### src/sv/cle_pkg.sv
// Shared types and constants for the console line editor.
// No dependencies; used by every module of the block.
`default_nettype none

package cle_pkg;

  localparam int LINE_DEPTH = 16;
  localparam int CNT_W = $clog2(LINE_DEPTH + 1);
  localparam int IDX_W = (LINE_DEPTH > 1) ? $clog2(LINE_DEPTH) : 1;
  localparam int CHAR_W = 7;
  localparam int LEN_W = 5;
  localparam int KIND_W = 2;

  localparam logic [KIND_W-1:0] KIND_ECHO = 2'd0;
  localparam logic [KIND_W-1:0] KIND_LINE = 2'd1;
  localparam logic [KIND_W-1:0] KIND_END  = 2'd2;

  localparam logic [CHAR_W-1:0] CH_NUL = 7'h00;
  localparam logic [CHAR_W-1:0] CH_ETX = 7'h03;
  localparam logic [CHAR_W-1:0] CH_BS  = 7'h08;
  localparam logic [CHAR_W-1:0] CH_LF  = 7'h0A;
  localparam logic [CHAR_W-1:0] CH_CR  = 7'h0D;
  localparam logic [CHAR_W-1:0] CH_DC2 = 7'h12;
  localparam logic [CHAR_W-1:0] CH_NAK = 7'h15;
  localparam logic [CHAR_W-1:0] CH_ETB = 7'h17;
  localparam logic [CHAR_W-1:0] CH_ESC = 7'h1B;
  localparam logic [CHAR_W-1:0] CH_SP  = 7'h20;

  typedef enum logic [2:0] {
    OP_NONE,
    OP_ERASE1,
    OP_REDRAW,
    OP_KILL,
    OP_FINISH,
    OP_ABORT
  } op_t;

  typedef struct packed {
    logic              start;
    logic              store_en;
    logic              dec_en;
    logic              clr_en;
    logic              step_en;
    op_t               op;
    logic [CHAR_W-1:0] rx;
  } cmd_t;

  typedef struct packed {
    logic count_zero;
    logic out_free;
    logic step_last;
  } sts_t;

endpackage

`default_nettype wire

### src/sv/cle_ctrl.sv
// Controller of the console line editor: decodes the received byte and
// sequences result generation. Depends on cle_pkg.
`default_nettype none

module cle_ctrl (
  input  wire logic             clk,
  input  wire logic             rst,
  input  wire logic             s_tvalid,
  output logic                  s_tready,
  input  wire logic [7:0]       s_tdata,
  input  wire cle_pkg::sts_t    sts,
  output cle_pkg::cmd_t         cmd
);
  import cle_pkg::*;

  typedef enum logic {ST_IDLE, ST_RUN} state_t;

  state_t            state;
  state_t            state_next;
  op_t               op;
  op_t               op_next;
  op_t               op_dec;
  logic              acc;
  logic              step;
  logic              store;
  logic              dec;
  logic              clr;
  logic [CHAR_W-1:0] rx;

  assign rx = s_tdata[CHAR_W-1:0];
  assign s_tready = (state == ST_IDLE);
  assign acc = s_tready && s_tvalid;
  assign step = (state == ST_RUN) && sts.out_free;

  always_comb begin
    op_dec = OP_NONE;
    store = 1'b0;
    dec = 1'b0;
    clr = 1'b0;
    unique case (rx)
      CH_LF, CH_CR: op_dec = OP_FINISH;
      CH_BS: begin
        if (!sts.count_zero) begin
          op_dec = OP_ERASE1;
          dec = 1'b1;
        end
      end
      CH_ETX: begin
        op_dec = OP_ABORT;
        clr = 1'b1;
      end
      CH_DC2: op_dec = OP_REDRAW;
      CH_ESC, CH_NAK, CH_ETB: begin
        if (!sts.count_zero) op_dec = OP_KILL;
      end
      CH_NUL: begin
        store = 1'b1;
        op_dec = OP_FINISH;
      end
      default: store = 1'b1;
    endcase
  end

  always_comb begin
    state_next = state;
    op_next = op;
    if (acc && op_dec != OP_NONE) begin
      state_next = ST_RUN;
      op_next = op_dec;
    end else if (step && sts.step_last) begin
      state_next = ST_IDLE;
      op_next = OP_NONE;
    end
  end

  always_ff @(posedge clk) begin
    if (rst) begin
      state <= ST_IDLE;
      op <= OP_NONE;
    end else begin
      state <= state_next;
      op <= op_next;
    end
  end

  always_comb begin
    cmd.start = acc;
    cmd.store_en = acc && store;
    cmd.dec_en = acc && dec;
    // line empties on abort, at the end of kill and at line completion
    cmd.clr_en = (acc && clr) ||
                 (step && sts.step_last && (op == OP_KILL || op == OP_FINISH));
    cmd.step_en = step;
    cmd.op = op;
    cmd.rx = rx;
  end

endmodule

`default_nettype wire

### src/sv/cle_dp.sv
// Datapath of the console line editor: line store, count, walk counters
// and the output register. Depends on cle_pkg.
`default_nettype none

module cle_dp (
  input  wire logic              clk,
  input  wire logic              rst,
  input  wire cle_pkg::cmd_t     cmd,
  output cle_pkg::sts_t          sts,
  output logic                   m_tvalid,
  input  wire logic              m_tready,
  output logic [15:0]            m_tdata,
  output logic [1:0]             m_tuser,
  output logic                   m_tlast
);
  import cle_pkg::*;

  logic [CHAR_W-1:0] store [LINE_DEPTH];
  logic [CNT_W-1:0]  count;
  logic [IDX_W-1:0]  idx;
  logic [1:0]        phase;
  logic [CHAR_W-1:0] rd_data;
  logic              idx_end;

  logic [KIND_W-1:0] cur_kind;
  logic [CHAR_W-1:0] cur_data;
  logic [LEN_W-1:0]  cur_len;
  logic              cur_ab;
  logic              cur_last;
  logic [IDX_W-1:0]  idx_next;
  logic [1:0]        phase_next;

  logic [KIND_W-1:0] o_kind;
  logic [CHAR_W-1:0] o_data;
  logic [LEN_W-1:0]  o_len;
  logic              o_ab;

  assign rd_data = store[idx];
  assign idx_end = (CNT_W'(idx) == count - CNT_W'(1));

  always_comb begin
    cur_kind = KIND_ECHO;
    cur_data = '0;
    cur_len = '0;
    cur_ab = 1'b0;
    cur_last = 1'b0;
    idx_next = idx;
    phase_next = phase;
    unique case (cmd.op)
      OP_NONE: ;
      OP_ERASE1: begin
        cur_data = (phase == 2'd1) ? CH_SP : CH_BS;
        cur_last = (phase == 2'd2);
        phase_next = phase + 2'd1;
      end
      OP_KILL: begin
        cur_data = (phase == 2'd1) ? CH_SP : CH_BS;
        cur_last = (phase == 2'd2) && idx_end;
        if (phase == 2'd2) begin
          phase_next = 2'd0;
          idx_next = idx + IDX_W'(1);
        end else begin
          phase_next = phase + 2'd1;
        end
      end
      OP_REDRAW: begin
        if (phase == 2'd0) begin
          cur_data = CH_LF;
          phase_next = 2'd1;
        end else if (phase == 2'd1) begin
          cur_data = CH_CR;
          cur_last = (count == '0);
          phase_next = 2'd2;
        end else begin
          cur_data = rd_data;
          cur_last = idx_end;
          idx_next = idx + IDX_W'(1);
        end
      end
      OP_FINISH: begin
        if (phase == 2'd0 && count != '0) begin
          cur_kind = KIND_LINE;
          cur_data = rd_data;
          if (idx_end) phase_next = 2'd1;
          else idx_next = idx + IDX_W'(1);
        end else begin
          cur_kind = KIND_END;
          cur_len = LEN_W'(count);
          cur_last = 1'b1;
        end
      end
      OP_ABORT: begin
        cur_kind = KIND_END;
        cur_ab = 1'b1;
        cur_last = 1'b1;
      end
    endcase
  end

  always_comb begin
    sts.count_zero = (count == '0);
    sts.out_free = !m_tvalid || m_tready;
    sts.step_last = cur_last;
  end

  always_ff @(posedge clk) begin
    if (cmd.store_en && count < CNT_W'(LINE_DEPTH)) begin
      store[count[IDX_W-1:0]] <= cmd.rx;
    end
  end

  always_ff @(posedge clk) begin
    if (rst) begin
      count <= '0;
      idx <= '0;
      phase <= '0;
      m_tvalid <= 1'b0;
    end else begin
      if (cmd.clr_en) begin
        count <= '0;
      end else if (cmd.dec_en) begin
        count <= count - CNT_W'(1);
      end else if (cmd.store_en && count < CNT_W'(LINE_DEPTH)) begin
        count <= count + CNT_W'(1);
      end

      if (cmd.start) begin
        idx <= '0;
        phase <= '0;
      end else if (cmd.step_en) begin
        idx <= idx_next;
        phase <= phase_next;
      end

      if (cmd.step_en) begin
        m_tvalid <= 1'b1;
      end else if (m_tready) begin
        m_tvalid <= 1'b0;
      end
    end
  end

  always_ff @(posedge clk) begin
    if (cmd.step_en) begin
      o_kind <= cur_kind;
      o_data <= cur_data;
      o_len <= cur_len;
      o_ab <= cur_ab;
      m_tlast <= cur_last;
    end
  end

  assign m_tdata = {3'b000, o_ab, o_len, o_data};
  assign m_tuser = o_kind;

endmodule

`default_nettype wire

### src/sv/console_line_editor.sv
// Console line editor top level: cle_ctrl and cle_dp, uses cle_pkg.
// The first result of an item passes the state register, then the output register.
// Results come one per cycle from the store walk while the output is free; an item
// with results holds the input until its last result is registered, one with none does not.
// Reset (rst, synchronous) empties the line; the line store itself is not cleared.
`default_nettype none

module console_line_editor (
  input  wire logic        clk,
  input  wire logic        rst,
  input  wire logic        s_tvalid,
  output logic             s_tready,
  input  wire logic [7:0]  s_tdata,   // [7:0] rx_byte
  output logic             m_tvalid,
  input  wire logic        m_tready,
  output logic [15:0]      m_tdata,   // [6:0] data_byte, [11:7] line_length, [12] aborted
  output logic [1:0]       m_tuser,   // [1:0] kind
  output logic             m_tlast
);
  import cle_pkg::*;

  cmd_t cmd;
  sts_t sts;

  cle_ctrl u_ctrl (
    .clk      (clk),
    .rst      (rst),
    .s_tvalid (s_tvalid),
    .s_tready (s_tready),
    .s_tdata  (s_tdata),
    .sts      (sts),
    .cmd      (cmd)
  );

  cle_dp u_dp (
    .clk      (clk),
    .rst      (rst),
    .cmd      (cmd),
    .sts      (sts),
    .m_tvalid (m_tvalid),
    .m_tready (m_tready),
    .m_tdata  (m_tdata),
    .m_tuser  (m_tuser),
    .m_tlast  (m_tlast)
  );

endmodule

`default_nettype wire

### config.mk
export PLATFORM = sky130hd
export DESIGN_NAME = console_line_editor
export DESIGN_NICKNAME = d
export VERILOG_FILES = /design/src/sv/cle_pkg.sv /design/src/sv/cle_ctrl.sv /design/src/sv/cle_dp.sv /design/src/sv/console_line_editor.sv
export SDC_FILE = /design/constraint.sdc
export NUM_CORES = 1
export LEC_CHECK = 0
export ABC_CLOCK_PERIOD_IN_PS = 3500
export BUFFER_PORTS_ARGS = -buffer_cell sky130_fd_sc_hd__buf_2
export CAP_MARGIN = 40
export CORE_ASPECT_RATIO = 1.2
export CORE_MARGIN = 4
export CORE_UTILIZATION = 43
export CTS_CLUSTER_SIZE = 24
export DETAILED_ROUTE_END_ITERATION = 6
export GPL_TIMING_DRIVEN = 0
export PLACE_DENSITY = 0.67
export REMOVE_ABC_BUFFERS = 1
export SLEW_MARGIN = 40
export SYNTH_ARGS = -nofsm -noshare
export SYNTH_HDL_FRONTEND = slang
export SYNTH_HIERARCHICAL = 1
export SYNTH_SLANG_ARGS = --single-unit
export TNS_END_PERCENT = 100
### constraint.sdc
create_clock -name clk -period 3.5 [get_ports clk]
set_input_delay 0.525 -clock clk [delete_from_list [all_inputs] [get_ports clk]]
set_output_delay 0.525 -clock clk [all_outputs]
set_load 0.01 [all_outputs]
==> reports/metrics.yaml <==
run_status:
  status: "finished, final reports clean"
floorplanning:
  io_pins: 33
  die_x_um: 121.4
  dieArea_sq_um: 17490
  start_util_pct: 43.99
  core_sq_um: 15080
  die_h_um: 144.1
  rows: 49
timing:
  slew_viol_final: 0
  setup_viol: 0
  worstMarginPinSlew_ps: 857.4
  final.setup.tns_ps: 0
  fmax_mhz: 330.7
  rsz0062_at_grt: "false"
  skew_ps: 9.506
  setup_slack_ps: 475.7
  finalHoldViolCount: 0
  min_period_over_period_pct: 86.41
  relSlewSlack_pct: 42.63
  layout_min_cycle_time_ps: 3024
layout:
  postLayoutCellArea_sq_um: 7483
  antenna_cells: 0
  stdcell_count: 676
  layout_common_cells: "edfxtp_1 (128), mux4_2 (31), buf_2 (28)"
  final_common_cell: "edfxtp_1"
  synthToLayoutAreaGrowth_pct: 12.79
  drive_gt1_share_pct: 24.79
  final_net_count: 481
grt:
  gr-usage-met3_pct: 4.304
  grt_max_degree: 29
  grt_pass1_vias: 3751
  antenna_found_initial: 0
  grt_use_total_pct: 16.22
  grt_pass1_wl_mm: 21.16
  use_met1_pct: 20.83
  overflow: 0
  grt_use_met2_pct: 27.05
  busiest_layer: "met2"
clock_network:
  cts_tree: "done"
  max-clock-path-buffers: 2
  cts-root-buf: "clkbuf_16"
  cts_buffers: 17
  postCtsSetupRepairBufs: 0
  cts_hold_buf: 0
  htreeDepth: 4
  clk_pin_slew_ps: 60
  post_cts_resized: 0
  clock_latency_ps: 420
  cts.sinks: 148
setup_path:
  crit_start: "s_tdata[3]"
  cp.arrival_ps: 3070
  cp-start-kind: "input pin"
  max_stage_delay_ps: 730
  cp.depth: 8
  critPathMaxFanout: 27
  reg2reg_slack_ps: 540
  critPathTopFamily: "simple AND/OR/NAND/NOR gates"
  cp_slowest_cell: "nor2_1"
  critPathBufInv: 1
  r2r_cells: 9
  required_ps: 3550
  criticalPathCategory: "in2reg"
  critPathCaptureType: "register"
  cp_cell_sequence: "buf_2 -> nand2b_1 -> o21ai_0 -> a41oi_1 -> o21a_1 -> nor2b_1 -> nand2_1 -> nor2_1"
  crit_path_end: "u_dp/store[7][2]$_DFFE_PP_"
  rr_endpoint: "u_dp/count[2]$_SDFFE_PP0P_"
  timing.rr.start: "u_dp/count[0]$_SDFFE_PP0P_"
logic_synthesis:
  syn_inst: 441
  postSynthAreaPerCell_sq_um: 15.05
  synth_area_sq_um: 6635
  synth_seq_area_share_pct: 63.96
  yosys.cell_types.count: 61
  synthFlopType: "edfxtp_1"
  ys_warn_count: 6
  synth_edf_count: 128
  synth_top_cell_by_area: "edfxtp_1"
  synth_area_leaders: "edfxtp_1 (58%), mux4_2 (11%), dfxtp_1 (6.0%), ha_1 (1.9%), buf_4 (1.8%)"
  synth_top_area_share_pct: 57.93
  async_flop_share_pct: 0
  ys_ff_latch: 148
pwr:
  leakagePower_nw: 2.366
  p_total_w: 0.003980
  powerDensity_nw_per_um2: 531.8
  ir_drop_uv: 337.4
drt:
  ant_nets: 0
  drc_errors: 0
  dr.pass1.iters: 4
  drt-total-wl_mm: 13.53
  num_vias: 3785
  wl_per_cell_um: 20.02
  drt-initial-drc-count: 289
  vias_per_cell: 5.599
place:
  finalWeightedCongestion: 0.7727
  portBuffers: 28
  postPlaceCellArea_sq_um: 6864
  dp_slack_ps: 113.2
  hpwl_mm: 8.769
  dp.cells: 643
hold_path:
  min-delay-path-class: "in2reg"
job:
  maxCapViolCount: 0
[through the flow]
stage                     hold WS, ps  util, %
after floorplan                 474.9        -
after global routing            473.1    49.62
after detailed placement        521.0    45.51
after global placement          509.6    45.19
after CTS                       450.4    49.54
final                           459.3    49.62
[Yosys cell counts (all sizes together) (5+ instances only)]
cell type	instances
ha	10
nor2b	5
mux4	31
nand2	18
or3	5
edfxtp	128
nor2	27
mux2i	6
and2	7
o21ai	22
xnor2	9
buf	29
inv	14
a21oi	15
nand2b	10
nor3	15
dfxtp	20
[flip-flops by register name, indices dropped and copies added, names as in the netlist, named ones only]
signal,flops
u_ctrl/op,3
u_ctrl/state,1
u_dp/count,5
u_dp/idx,4
u_dp/m_tlast,1
u_dp/m_tuser,2
u_dp/m_tvalid,1
u_dp/o_ab,1
u_dp/o_data,7
u_dp/o_len,5
u_dp/phase,2
u_dp/store,112
[logic make-up (layout without fill, tap and decap cells)]
kind of cell               after synthesis  count (layout)  synth area share [%]
DFF                                    148             148                 63.96
and+or+nand+nor                        117             117                 9.674
AOI/OAI and AO/OA                       64              64                 6.525
buffers and inverters                   48              77                 4.205
muxes                                   41              41                 12.11
xor gates and xnor gates                12              12                 1.584
adders and majority gates               10              10                 1.886
other                                    1               3               0.05652
[routing by layer]
metal  wire, um  part of all wire (%)
met5          0                     0
met3        611                   4.5
met1       5757                    43
met2       6965                    51
met4        199                   1.5
[worst min-delay path by stage]
| stage | end | depth (start not counted) | from | slack [ps] |
|---|---|---|---|---|
| after floorplan | register | 2 | u_dp/idx[3]$_SDFFE_PP0P_ | 470 |
| after global placement | u_dp/phase[1]$_SDFFE_PP0P_ | 2 | u_dp/phase[1]$_SDFFE_PP0P_ | 510 |
| after detailed placement | register | 2 | u_dp/idx[3]$_SDFFE_PP0P_ | 520 |
| after CTS | u_dp/m_tvalid$_SDFFE_PP0P_ | 3 | m_tready | 450 |
| after global routing | u_ctrl/op[2]$_SDFFE_PP0P_ | 2 | rst | 470 |
| final | u_dp/m_tvalid$_SDFFE_PP0P_ | 3 | m_tready | 460 |
[worst min-delay path, delay by kind of cell]
family | cells | cell delay [ps]
buffers and inverters | 1 | 70
and+or+nand+nor | 1 | 140
AOI/OAI and AO/OA | 1 | 80
[power by group]
part / switching [W] / internal [W] / total [W]
combinational: 0.000115 / 0.0000633 / 0.000178
clock: 0.000715 / 0.00113 / 0.00185
sequential: 0.0000137 / 0.00194 / 0.00195
total: 0.000844 / 0.00314 / 0.00398
[area by class of cell]
cell class | instances | area (sq um)
timing repair buffer | 30 | 175.2
clock inverter | 14 | 178.9
clock buffer | 18 | 429.2
tap | 204 | 255.2
sequential | 148 | 4250
inverter | 15 | 56.30
fill | 1286 | 7599
multi-input combinational | 247 | 2138
(Power assumes the default switching activity.)
